**config.mk**
```make
export PLATFORM = sky130hd
export DESIGN_NAME = ecrs_div
export DESIGN_NICKNAME = d
export VERILOG_FILES = /design/src/hw/rtl/ecrs_pkg.sv /design/src/hw/rtl/ecrs_div.sv
export SDC_FILE = /design/constraint.sdc
export NUM_CORES = 1
export LEC_CHECK = 0
export ABC_AREA = 0
export BUFFER_PORTS_ARGS = -buffer_cell sky130_fd_sc_hd__buf_2
export CORE_MARGIN = 5
export CORE_UTILIZATION = 55
export DETAILED_ROUTE_END_ITERATION = 8
export PLACE_DENSITY = 0.81
export SKIP_LAST_GASP = 1
export SLEW_MARGIN = 15
export SYNTH_ARGS = -nofsm -noshare
export SYNTH_HDL_FRONTEND = slang
export SYNTH_SLANG_ARGS = --single-unit
```
**constraint.sdc**
```tcl
create_clock -name clk -period 3.5 [get_ports clk]
set_input_delay 0.35 -clock clk [delete_from_list [all_inputs] [get_ports clk]]
set_output_delay 0.35 -clock clk [all_outputs]
set_load 0.02 [all_outputs]
```
**src/hw/rtl/ecrs_pkg.sv**
```systemverilog
package ecrs_pkg;

	localparam int unsigned PRICE_W    = 32;
	localparam int unsigned ALPHA_W    = 17;
	localparam int unsigned PERIOD_W   = 7;
	localparam int unsigned RSI_W      = 15;
	localparam int unsigned MONEY_W    = 48;
	localparam int unsigned CHANGE_W   = 33;
	localparam int unsigned TOTAL_W    = 40;
	localparam int unsigned DIVIDEND_W = 64;
	localparam int unsigned DIVISOR_W  = 40;
	localparam int unsigned DIV_CNT_W  = 7;
	localparam int unsigned EMA_ACC_W  = 49;
	localparam int unsigned MUL_ACC_W  = 80;
	localparam int unsigned STEP_W     = 6;
	localparam int unsigned CFG_IDX_W  = 3;

	localparam logic [ALPHA_W-1:0]  Q_ONE       = 17'd65536;
	localparam logic [RSI_W-1:0]    RSI_FULL    = 15'd25600;
	localparam logic [RSI_W-1:0]    RSI_NEUTRAL = 15'd12800;
	localparam logic [MONEY_W-1:0]  MONEY_MAX   = 48'hFFFF_FFFF_FFFF;
	localparam logic [STEP_W-1:0]   EMA_STEPS   = 6'd17;
	localparam logic [STEP_W-1:0]   MUL_STEPS   = 6'd32;
	localparam logic [DIV_CNT_W-1:0] DIV_STEPS  = 7'd64;

	localparam logic [ALPHA_W-1:0]  RST_ALPHA_SHORT = 17'd9362;
	localparam logic [ALPHA_W-1:0]  RST_ALPHA_LONG  = 17'd3855;
	localparam logic [PERIOD_W-1:0] RST_RSI_PERIOD  = 7'd14;
	localparam logic [RSI_W-1:0]    RST_BUY_LIMIT   = 15'd17920;
	localparam logic [RSI_W-1:0]    RST_SELL_LIMIT  = 15'd7680;
	localparam logic [MONEY_W-1:0]  RST_START_CASH  = 48'd655360000;

	localparam logic [CFG_IDX_W-1:0] CFG_ALPHA_SHORT = 3'd0;
	localparam logic [CFG_IDX_W-1:0] CFG_ALPHA_LONG  = 3'd1;
	localparam logic [CFG_IDX_W-1:0] CFG_RSI_PERIOD  = 3'd2;
	localparam logic [CFG_IDX_W-1:0] CFG_BUY_LIMIT   = 3'd3;
	localparam logic [CFG_IDX_W-1:0] CFG_SELL_LIMIT  = 3'd4;
	localparam logic [CFG_IDX_W-1:0] CFG_START_CASH  = 3'd5;

	localparam logic [1:0] SIG_HOLD = 2'd0;
	localparam logic [1:0] SIG_BUY  = 2'd1;
	localparam logic [1:0] SIG_SELL = 2'd2;

	typedef enum logic [3:0] {
		ST_IDLE,
		ST_EMA,
		ST_EMA_END,
		ST_PREP,
		ST_SUM,
		ST_RSI_GO,
		ST_RSI_WAIT,
		ST_DECIDE,
		ST_BUY_WAIT,
		ST_MUL_GO,
		ST_MUL,
		ST_FIN,
		ST_DONE
	} ecrs_state_t;

	typedef struct packed {
		logic busy;
		logic done;
	} ecrs_div_stat_t;

endpackage

```
**src/hw/rtl/ecrs_div.sv**
```systemverilog
module ecrs_div import ecrs_pkg::*; (
	input  logic                  clk,
	input  logic                  arst_n,
	input  logic                  start,
	input  logic [DIVIDEND_W-1:0] dividend,
	input  logic [DIVISOR_W-1:0]  divisor,
	output ecrs_div_stat_t        stat,
	output logic [DIVIDEND_W-1:0] quotient
);

	logic [DIVIDEND_W-1:0] dq_q;
	logic [DIVISOR_W-1:0]  rem_q;
	logic [DIVISOR_W-1:0]  dvs_q;
	logic [DIV_CNT_W-1:0]  cnt_q;
	logic                  busy_q;
	logic                  done_q;
	logic [DIVISOR_W:0]    trial;
	logic [DIVISOR_W:0]    diff;
	logic                  ge;

	assign trial = {rem_q, dq_q[DIVIDEND_W-1]};
	assign ge    = trial >= {1'b0, dvs_q};
	assign diff  = trial - {1'b0, dvs_q};

	always_ff @(posedge clk or negedge arst_n) begin
		if (!arst_n) begin
			busy_q <= 1'b0;
			done_q <= 1'b0;
			cnt_q  <= '0;
		end else begin
			done_q <= 1'b0;
			if (start) begin
				busy_q <= 1'b1;
				cnt_q  <= DIV_STEPS;
			end else if (busy_q) begin
				cnt_q <= cnt_q - 1'b1;
				if (cnt_q == 7'd1) begin
					busy_q <= 1'b0;
					done_q <= 1'b1;
				end
			end
		end
	end

	always_ff @(posedge clk) begin
		if (start) begin
			dq_q  <= dividend;
			dvs_q <= divisor;
			rem_q <= '0;
		end else if (busy_q) begin
			rem_q <= ge ? diff[DIVISOR_W-1:0] : trial[DIVISOR_W-1:0];
			dq_q  <= {dq_q[DIVIDEND_W-2:0], ge};
		end
	end

	assign stat.busy = busy_q;
	assign stat.done = done_q;
	assign quotient  = dq_q;

endmodule

```
**Yosys cells after proc, flatten, opt, wreduce, memory -nomap -nowiden**

Cells that the tools add are included.

- Logic and storage cells: 22
- Register bits after elaboration: 153
- Output and inout bits: 66

- Order comparisons: 1
- Add/subtract/negate cells: 2
- Multiplexer cells: 11
- Reductions and logical operators: 1
- Equality and inequality tests: 1

Operator list:

| operator | count |
|---|---|
| $mux W64 | 2 |
| $ge A41 B40 Y1 | 1 |
| $mux W40 | 1 |
| $sub A40 B40 Y40 | 1 |
| $mux W7 | 2 |
| $eq A7 B1 Y1 const B | 1 |
| $sub A7 B1 Y7 const B | 1 |
| $mux W1 | 6 |
| $reduce_bool A2 Y1 | 1 |

**Depth between registers and ports, before layout**

Gate-level depths: netlist (run 1).

- Word-level depth: 4
- Depth in mapped cells: 13
- Depth with buffers taken out: 11

**Worst setup path after synthesis (run 1)**

Ideal clock, no wire load.

- Path kind: reg-to-reg
- Start: register dq_q[63] (netlist: quotient[63])
- End: register rem_q[33]
- Setup time: 0.088 ns
- Data required time: 3.412 ns
- Period minus slack after synthesis: 2.657 ns
- Data arrival time: 2.569 ns
- Path slack: 0.843 ns
- Path buffers: 0
- Stages on the path, launching flop included: 11
- Cell sequence: edfxtp_1 > inv_1 > ha_1 > nor2b_1 > o2111ai_1 > a21oi_1 > o211ai_1 > a2111oi_0 > nor3_1 > or3b_1 > a311oi_2

- Cells in the longest elaborated chain, start to end: 2
- Elaborated cells between the ends (all ways): 3

RTL lines:

| element | line | source |
|---|---|---|
| start: declaration | ecrs_div.sv:11 | `logic [DIVIDEND_W-1:0] dq_q;` |
| start signal: assignment | ecrs_div.sv:47 | `dq_q <= dividend;` |
| start signal: assignment | ecrs_div.sv:52 | `dq_q <= {dq_q[DIVIDEND_W-2:0], ge};` |
| $sub A40 B40 Y40 or $ge A41 B40 Y1 (tied branches) | ecrs_div.sv:23, ecrs_div.sv:22 |  |
| $mux W40 * | ecrs_div.sv:51 | `rem_q <= ge ? diff[DIVISOR_W-1:0] : trial[DIVISOR_W-1:0];` |
| end signal: assignment | ecrs_div.sv:51 |  |
| end: declaration | ecrs_div.sv:12 | `logic [DIVISOR_W-1:0] rem_q;` |

Mark *: on every way between the ends. The rest lies on a longest branch, timed or not.
A chain may end at the register's enable or synchronous reset.

**Worst setup path in the final report (run 1)**

- Start: register dvs_q[26]
- End: register rem_q[21]

- Cells in the longest elaborated chain, start to end: 2

RTL lines:

| element | line | source |
|---|---|---|
| start: declaration | ecrs_div.sv:13 | `logic [DIVISOR_W-1:0] dvs_q;` |
| start signal: assignment | ecrs_div.sv:48 | `dvs_q <= divisor;` |
| $ge A41 B40 Y1 | ecrs_div.sv:22 | `assign ge = trial >= {1'b0, dvs_q};` |
| $mux W40 | ecrs_div.sv:51 |  |

Every way passes these cells.

==> impl_metrics.tcl, run 1 <==
set metrics [dict create \
    grt_first_pass_wirelength_um 35400 \
    syn-cell-area_um2 8860 \
    netlist.area_leader.share_pct 35.2 \
    pin_count 173 \
    comb_power_share_pct 22.3 \
    syn_nets 1022 \
    wl_per_cell_um 17.2 \
    port_buffers 172 \
    setup_viol 0 \
    hold_viol 0 \
    synth_mux_area_share_pct 8.47 \
    powerDensity_nw_per_um2 505 \
    vdd_drop_max_uv 461 \
    rows 46 \
    p_leak_nw 4.52 \
    clk_latency_ps 430 \
    route.detailed.drc 0 \
    antenna_found_initial 0 \
    synth-xor-area-share_pct 2.67 \
    end_kind "flip-flop" \
    cts_num_sinks 153 \
    worstHoldPathType "input port to flip-flop" \
    hpwlAfterDp_um 15800 \
    nNetsFinal 1179 \
    start_util_pct 56.0 \
    core-area_um2 15800 \
    drt_iter0_markers 541 \
    fin_worst_skew_ps 13.5 \
    synth_flop_cell "edfxtp_1" \
    htreeDepth 4 \
    drv_slew 0 \
    dieArea_um2 18700 \
    fin_ws_ps 279 \
    ys_types 68 \
    place_ws_ps 231 \
    tns_ps 0 \
    max_clock_freq_mhz 310 \
    seqPwrFrac_pct 43.5 \
    clk_pin_slew_ps 70 \
    switching_share_pct 31.8 \
    grt_start_max_net_pins 65 \
    postRouteAntennaNets 0 \
    cp-start-kind "flip-flop" \
    grt_overflow 0 \
    synth_fa_ha_area_share_pct 6.16 \
    drt_wl_total_um 21600 \
    grt_util_all_layers_pct 23.7 \
    maxSlewHeadroom_pct 41.9 \
    maxCapViolations 0 \
    vias 7276 \
    firstDrtPassIters 5 \
    rsz0062_at_grt "false" \
    diodes 0 \
    syn_area_per_cell_um2 10.2 \
    period_share_pct 92.0 \
    internal_power_mw 3.62 \
    layout-drive-gt1-share_pct 28.9 \
    cp.required_ps 3830 \
    fp.dieW_um 137 \
    synth_area_leaders "edfxtp_1 35%, dfxtp_1 9.0%, mux2_2 8.1%, ha_1 5.9%, nand2_1 3.9%" \
    cts_tree "built" \
    crit_fanout 15 \
    synth-edff-count 104 \
    synth-compound-area-share_pct 15.5 \
    status "finished, final reports clean" \
    netlist_instances 872 \
    yosys_warnings 0 \
    ys_seq_area_share_pct 46.8 \
    synth_top_family_by_area "compound AO/OA/AOI/OAI gates" \
    tightest_slew_ps 871 \
    ys_ff_latch 153 \
    cts_root_buf "clkbuf_16" \
    yosys.area_share.simple_pct 15.4 \
    viasPerCell 5.78 \
    syn2layout_area_growth_pct 18.6 \
    synth_common_cells "104 x edfxtp_1, 91 x nand2_1, 66 x nor2_1, 64 x mux2_2, 53 x inv_1" \
    path_class "flip-flop to flip-flop" \
    async_flop_share_pct 5.88 \
    gp_congestion 0.941 \
    power_switching_mw 1.68 \
    post-cts-setup-buffers 0 \
    grt_pass1_vias 7158 \
    die_h_um 137 \
    p_clk_share_pct 34.2 \
    numCtsBuffers 17 \
    min_period_ps 3220 \
    worstPathArrival_ps 3550 \
    yosysMostFrequentCell "edfxtp_1" \
    synth.largest_area_cell "edfxtp_1" \
    clockBufferDepth 2 \
]
power groups by stage:
stage	clock network, mW	registers [mW]	logic (mW)
2_1_floorplan	0	2.44	0.721
3_3_place_gp	0	2.34	1.15
3_5_place_dp	0	2.34	1.18
4_1_cts	1.85	2.31	1.18
5_1_grt	1.93	2.34	1.31
6_report	1.81	2.31	1.18
critical path, stage by stage (launching register included):
cell and delay [ps]:
edfxtp_1 320, inv_1 40, ha_1 400, nand4_1 190
or3_1 390, or2_0 210, o22ai_1 210, nor3b_1 120
a21o_2 340, buf_4 230, or3_1 370, a311oi_1 270
cell families after synthesis:
kind of cell	after synthesis
mux	67
fa+ha+maj	43
compound gates	196
flops	153
xor+xnor	27
simple gates	281
buf+inv	105
final timing paths:
path,from,slack (ps),end,cells past startpoint
hold reg to reg,rem_q[5],490,rem_q[6],2
max in group asynchronous,arst_n,3010,busy_q,2
min in group asynchronous,arst_n,290,done_q,2
setup reg to reg,dvs_q[26],280,rem_q[21],11
hold / removal,divisor[35],90,dvs_q[35],1
setup / recovery,dvs_q[26],280,rem_q[21],11
layer usage:
layer	wire length, um	global-route usage, %	vias to the layer above	share of wire, %
met2	10300	38.7	262	48
li1	-	-	3552	-
met1	9160	30.7	3428	42
met5	0	0	-	0
met4	414	6.87	0	1.9
met3	1720	7.10	34	8.0
placed cells by master, fill, tap and decap left out, types with 31 or more instances in the layout:
cell type,Yosys,layout
nor2_1,66,66
mux2_2,64,64
edfxtp_1,104,104
inv_1,53,53
o21ai_0,31,31
ha_1,42,42
a21oi_1,47,46
nand2_1,91,91
buf_2,13,171
dfxtp_1,40,40
flip-flops by register name, summed over array words and instances (netlist names):
signal and flops:
rem_q 40, dvs_q 40, quotient 64, cnt_q 7, busy_q 1, done_q 1
area by class of cell:
type | count | area, um^2
repair buffers | 190 | 1030
inverters | 53 | 199
flip-flops and latches | 153 | 4150
fillers | 1229 | 5320
clock inverters | 15 | 153
well taps | 216 | 270
clock buffers | 17 | 425
multi-input cells | 614 | 4280
stage by stage:
| step | area, um^2 | utilization [%] | cells | power (mW) | hold WS (ps) |
|---|---|---|---|---|---|
| 2_1_floorplan | 8860 | - | 872 | 3.16 | 54.4 |
| 3_3_place_gp | 9920 | 62.6 | 1225 | 3.49 | 207 |
| 3_5_place_dp | 9920 | 62.6 | 1225 | 3.51 | 208 |
| 4_1_cts | 10500 | 66.4 | 1258 | 5.34 | 73.3 |
| 5_1_grt | 10500 | 66.4 | 1258 | 5.58 | 74.5 |
| 6_report | 10500 | 66.4 | 1258 | 5.30 | 87.0 |
repair_timing:
action,in CTS,in global routing
resized for setup,0,1
setup endpoints to repair,0,8
hold buffers,1,0
endpoints found under the hold margin,9,0
Note: power is estimated with default switching activity, not from simulation.
==> run 2: changes to the inputs <==
Clock period 3.5 ns to 3 ns, I/O delays scaled along.
==> run 2 against run 1 <==
Register-to-register slack lost 200 ps. Cell area is 3.8% higher. Total power is 18% higher. Clock-buffer cell count did not move. Worst setup slack lost 200 ps. Via count rose by 1.7%. Non-clock buffer count is 26 higher. Sequential share of layout area decreased by 1.5 points. Core utilization grew 2.5 points. Cell count up 2.1%. Routed wire length increased by 2.7%. Largest cell class unchanged. Highest routed layer unchanged.
==> impl_metrics.tcl, run 2 (synthesized netlist as in run 1, its figures left out) <==
set metrics [dict create \
    cp_slowest_stage_delay_ps 550 \
    htreeDepth 4 \
    grt_pass1_vias 7356 \
    start_util_pct 56.0 \
    hold_viol 0 \
    cts_root_buf "clkbuf_16" \
    cp-start-kind "flip-flop" \
    port_buffers 172 \
    seqCellArea_um2 4150 \
    hpwlAfterDp_um 16300 \
    min_from "divisor[12]" \
    firstDrtPassIters 5 \
    route.detailed.drc 0 \
    fin_worst_skew_ps 13.5 \
    syn2layout_area_growth_pct 23.1 \
    r2r_slack_ps 80 \
    crit_fanout 8 \
    clockBufferDepth 2 \
    hold_slack_ps 29.8 \
    crit_chain "inv_1 -> ha_1 -> buf_4 -> a21oi_1 -> o21ai_0 -> a2111oi_0 -> o21ai_0 -> or3b_2 -> nand3_1 -> o221ai_1" \
    layout-drive-gt1-share_pct 32.8 \
    die_h_um 137 \
    grt_util_all_layers_pct 23.9 \
    min_period_ps 2920 \
    core-area_um2 15800 \
    max_clock_freq_mhz 342 \
    drt_wl_total_um 22200 \
    diodes 0 \
    maxSlewHeadroom_pct 44.6 \
    maxCapViolations 0 \
    gp_congestion 0.918 \
    grt_overflow 0 \
    placed_cells 1245 \
    crit_slowest_cell "or3b_2" \
    period_share_pct 97.5 \
    path_class "flip-flop to flip-flop" \
    tightest_slew_ps 823 \
    powerDensity_nw_per_um2 576 \
    multiInputGateArea_um2 4450 \
    worstHoldPathType "input port to flip-flop" \
    dieArea_um2 18700 \
    fp.dieW_um 137 \
    post-route-util_pct 68.9 \
    drt_iter0_markers 550 \
    largest_reg_flops 64 \
    vdd_drop_max_uv 422 \
    postRouteAntennaNets 0 \
    crit_family "compound AO/OA/AOI/OAI gates" \
    worstPathArrival_ps 3220 \
    end_kind "flip-flop" \
    viasPerCell 5.76 \
    vias 7399 \
    rr_endpoint "rem_q[35]" \
    grt_first_pass_wirelength_um 35600 \
    status "finished, final reports clean" \
    grt_start_max_net_pins 90 \
    fin_ws_ps 75.1 \
    wl_per_cell_um 17.3 \
    min_path_cells 1 \
    fill_cells 1232 \
    tns_ps 0 \
    finalNonFillerCells 1284 \
    pin_count 173 \
    rsz0062_at_grt "true" \
    reg2regPathDepth 10 \
    hold_end "dvs_q[12]" \
    numCtsBuffers 17 \
    cts_tree "built" \
    clk_pin_slew_ps 80 \
    p_leak_nw 4.67 \
    cp.required_ps 3290 \
    path_common_cell "o21ai_0" \
    nNetsFinal 1205 \
    place_ws_ps -53.7 \
    mostFrequentLayoutCell "buf_2" \
    setup_viol 0 \
    cts_num_sinks 153 \
    r2r-start "dvs_q[24]" \
    rows 46 \
    clk_latency_ps 440 \
    antenna_found_initial 0 \
    mostFrequentLayoutCells "171 x buf_2, 104 x edfxtp_1, 90 x nand2_1" \
    path_buf_inv 2 \
    drv_slew 0 \
]
[run 2: report_power, final]
group | switching [mW] | leakage, nW | internal (mW) | total [mW]
logic | 0.856 | 2.89 | 0.643 | 1.50
clock network | 0.994 | 0.278 | 1.11 | 2.10
registers | 0.149 | 1.50 | 2.53 | 2.68
total | 2.00 | 4.67 | 4.28 | 6.28
[run 2: layout make-up]
| type | count | share of cell area, % |
|---|---|---|
| multi-input combinational | 614 | 40.8 |
| sequential | 153 | 38.0 |
| timing repair buffer | 216 | 11.6 |
| clock buffer | 17 | 3.90 |
| tap | 216 | 2.48 |
| inverter | 53 | 1.82 |
| clock inverter | 15 | 1.41 |
[run 2: worst max-delay path by stage]
stage / startpoint / slack, ps / to / cells after the start
final: dvs_q[24] / 80 / rem_q[35] / 10
after global routing: dvs_q[1] / -40 / rem_q[33] / 11
after CTS: dvs_q[27] / 10 / rem_q[25] / 11
after floorplan: quotient[63] / 340 / rem_q[33] / 10
after global placement: dvs_q[19] / -20 / rem_q[25] / 11
after detailed placement: dvs_q[19] / -50 / rem_q[25] / 11
[run 2: timing repair]
item / 4_1_cts / 5_1_grt
resized for setup: 1 / 32
hold endpoints to repair: 9 / 0
setup endpoints to repair: 4 / 40
hold buffers: 1 / 0
buffers inserted: 0 / 6
pin swaps: 0 / 7
[run 2: through the flow]
step / cell area [um^2] / total power [mW]
after CTS: 10700 / 6.26
after floorplan: 8860 / 3.69
after global routing: 10900 / 6.59
after detailed placement: 10100 / 4.15
after global placement: 10100 / 4.11
final: 10900 / 6.28
[run 2: routing by layer]
| metal | GRT usage [%] | wire length [um] | vias to the layer above |
|---|---|---|---|
| met3 | 7.28 | 1780 | 32 |
| met4 | 7.43 | 349 | 0 |
| met2 | 38.5 | 10700 | 256 |
| met5 | 0 | 0 | - |
| met1 | 30.9 | 9420 | 3493 |
| li1 | - | - | 3618 |
==> run 3: changes to the inputs <==
Settings changed: HOLD_SLACK_MARGIN set to 0.06, RECOVER_POWER set to 25, REMOVE_ABC_BUFFERS set to 1.
==> run 3 against run 2 <==
Cell area is 2.0% higher. Clock power is 6% lower. Worst setup slack worse by 3.3 ps. Non-clock buffer count is 40 higher. Die area stayed put. Total power is 1.9% lower. Sequential power hardly changed. Global-route usage is 0.45 points higher. Sequential share of layout area is 0.75 points lower. Clock skew is 1.5 ps higher. Largest power group unchanged. Highest routed layer unchanged.
==> impl_metrics.tcl, run 3 (synthesized netlist as in run 1, its figures left out) <==
set metrics [dict create \
    route.detailed.drc 0 \
    maxSlewHeadroom_pct 46.5 \
    vias 7529 \
    die_h_um 137 \
    tightest_slew_ps 803 \
    cts_root_buf "clkbuf_16" \
    fin_total_pwr_mw 6.16 \
    end_kind "flip-flop" \
    cp-start-kind "flip-flop" \
    rsz0062_at_grt "true" \
    post-route-util_pct 70.3 \
    r2r-start "dvs_q[1]" \
    worstPathArrival_ps 3260 \
    largest_reg_flops 64 \
    dieArea_um2 18700 \
    hold_viol 0 \
    maxCapViolations 0 \
    pin_count 173 \
    worstHoldPathType "input port to flip-flop" \
    core-area_um2 15800 \
    viasPerCell 5.69 \
    crit_fanout 4 \
    drt_wl_total_um 22500 \
    cts_tree "built" \
    vdd_drop_max_uv 516 \
    clk_latency_ps 430 \
    htreeDepth 4 \
    hold_slack_ps 173 \
    path_class "flip-flop to flip-flop" \
    layout-drive-gt1-share_pct 30.1 \
    clockBufferDepth 2 \
    grt_util_all_layers_pct 24.3 \
    setup_viol 0 \
    dpl_cell_area_um2 10100 \
    max_clock_freq_mhz 342 \
    drt_iter0_markers 600 \
    hpwlAfterDp_um 16300 \
    fill_cells 1209 \
    grt_first_pass_wirelength_um 36100 \
    cp.required_ps 3330 \
    nNetsFinal 1245 \
    min_period_ps 2930 \
    syn2layout_area_growth_pct 25.5 \
    status "finished, final reports clean" \
    grt_overflow 0 \
    p_leak_nw 4.78 \
    rows 46 \
    fp.dieW_um 137 \
    design_area_um2 11100 \
    numCtsBuffers 17 \
    mostFrequentLayoutCells "170 x buf_2, 104 x edfxtp_1, 91 x nand2_1" \
    diodes 0 \
    grt_pass1_vias 7369 \
    fin_worst_skew_ps 14.9 \
    grt_start_max_net_pins 83 \
    clk_pin_slew_ps 70 \
    start_util_pct 56.0 \
    cts_num_sinks 153 \
    antenna_found_initial 0 \
    port_buffers 172 \
    wl_per_cell_um 17.0 \
    drv_slew 0 \
    gp_congestion 0.917 \
    firstDrtPassIters 5 \
    postRouteAntennaNets 0 \
    crit_start "dvs_q[1]" \
    min_from "dividend[54]" \
    period_share_pct 97.6 \
    mostFrequentLayoutCell "buf_2" \
    powerDensity_nw_per_um2 554 \
]
## run 3: cell types whose count changed in the layout (fill, tap and decap cells not counted), moves of 4 or more
| cell | previous run | this run |
|---|---|---|
| inv_8 | 6 | 0 |
| nor2_2 | 4 | 0 |
| ha_1 | 34 | 40 |
| nor2_1 | 62 | 66 |
| ha_4 | 5 | 0 |
| dlygate4sd3_1 | 1 | 41 |
## run 3: final cells by class
class	count	area (um^2)	share of cell area, %
Clock buffer	20	447	4.02
Multi-Input combinational cell	614	4340	39.0
Timing Repair Buffer	256	1630	14.7
Clock inverter	12	90.1	0.810
Inverter	53	199	1.79
Tap cell	216	270	2.43
Sequential cell	153	4150	37.3
## run 3: final timing paths
kind | depth (start not counted) | slack (ps) | endpoint
max | 12 | 70 | rem_q[23]
min | 2 | 170 | quotient[54]
max reg2reg | 12 | 70 | rem_q[23]
min reg2reg | 2 | 500 | rem_q[9]
max in group asynchronous | 2 | 2300 | cnt_q[0]
min in group asynchronous | 2 | 360 | cnt_q[1]
## run 3: worst max-delay path, cell delays in order, from the launching register on
cell and delay (ps):
edfxtp_1 370, inv_1 50, ha_1 280, nor2b_1 230, o2111ai_2 170, a21oi_2 260
buf_4 140, o211ai_1 100, buf_4 180, a21oi_1 350, nor3_1 100, or3b_1 380
a311oi_2 230
## run 3: timing repair
action	4_1_cts	5_1_grt
hold buffers	41	0
endpoints found under the setup margin	1	38
cloned	0	0
pin swaps	0	2
setup buffers	0	2
endpoints found under the hold margin	49	0
resized for setup	1	19
## run 3: stage by stage
| step | setup TNS [ps] | cells | setup WS [ps] |
|---|---|---|---|
| global placement | 0 | 1249 | 82.2 |
| floorplan | -21000 | 820 | -512 |
| global route | -156 | 1324 | -59.9 |
| CTS | 0 | 1322 | 65.2 |
| finish | 0 | 1324 | 71.8 |
| detailed placement | 0 | 1249 | 79.2 |
## run 3: routing by layer
metal / vias up / part of all wire, % / wire length [um] / track usage, %
met5: - / 0 / 0 / 0
met2: 249 / 50 / 11200 / 41.5
met1: 3565 / 41 / 9290 / 30.1
met4: 0 / 1.2 / 274 / 6.21
li1: 3692 / - / - / -
met3: 23 / 7.6 / 1710 / 7.39
## run 3: report_power, final
part / internal (mW) / switching [mW] / total (mW)
Combinational: 0.654 / 0.841 / 1.49
Sequential: 2.53 / 0.154 / 2.69
Clock: 1.09 / 0.892 / 1.98
Total: 4.27 / 1.89 / 6.16
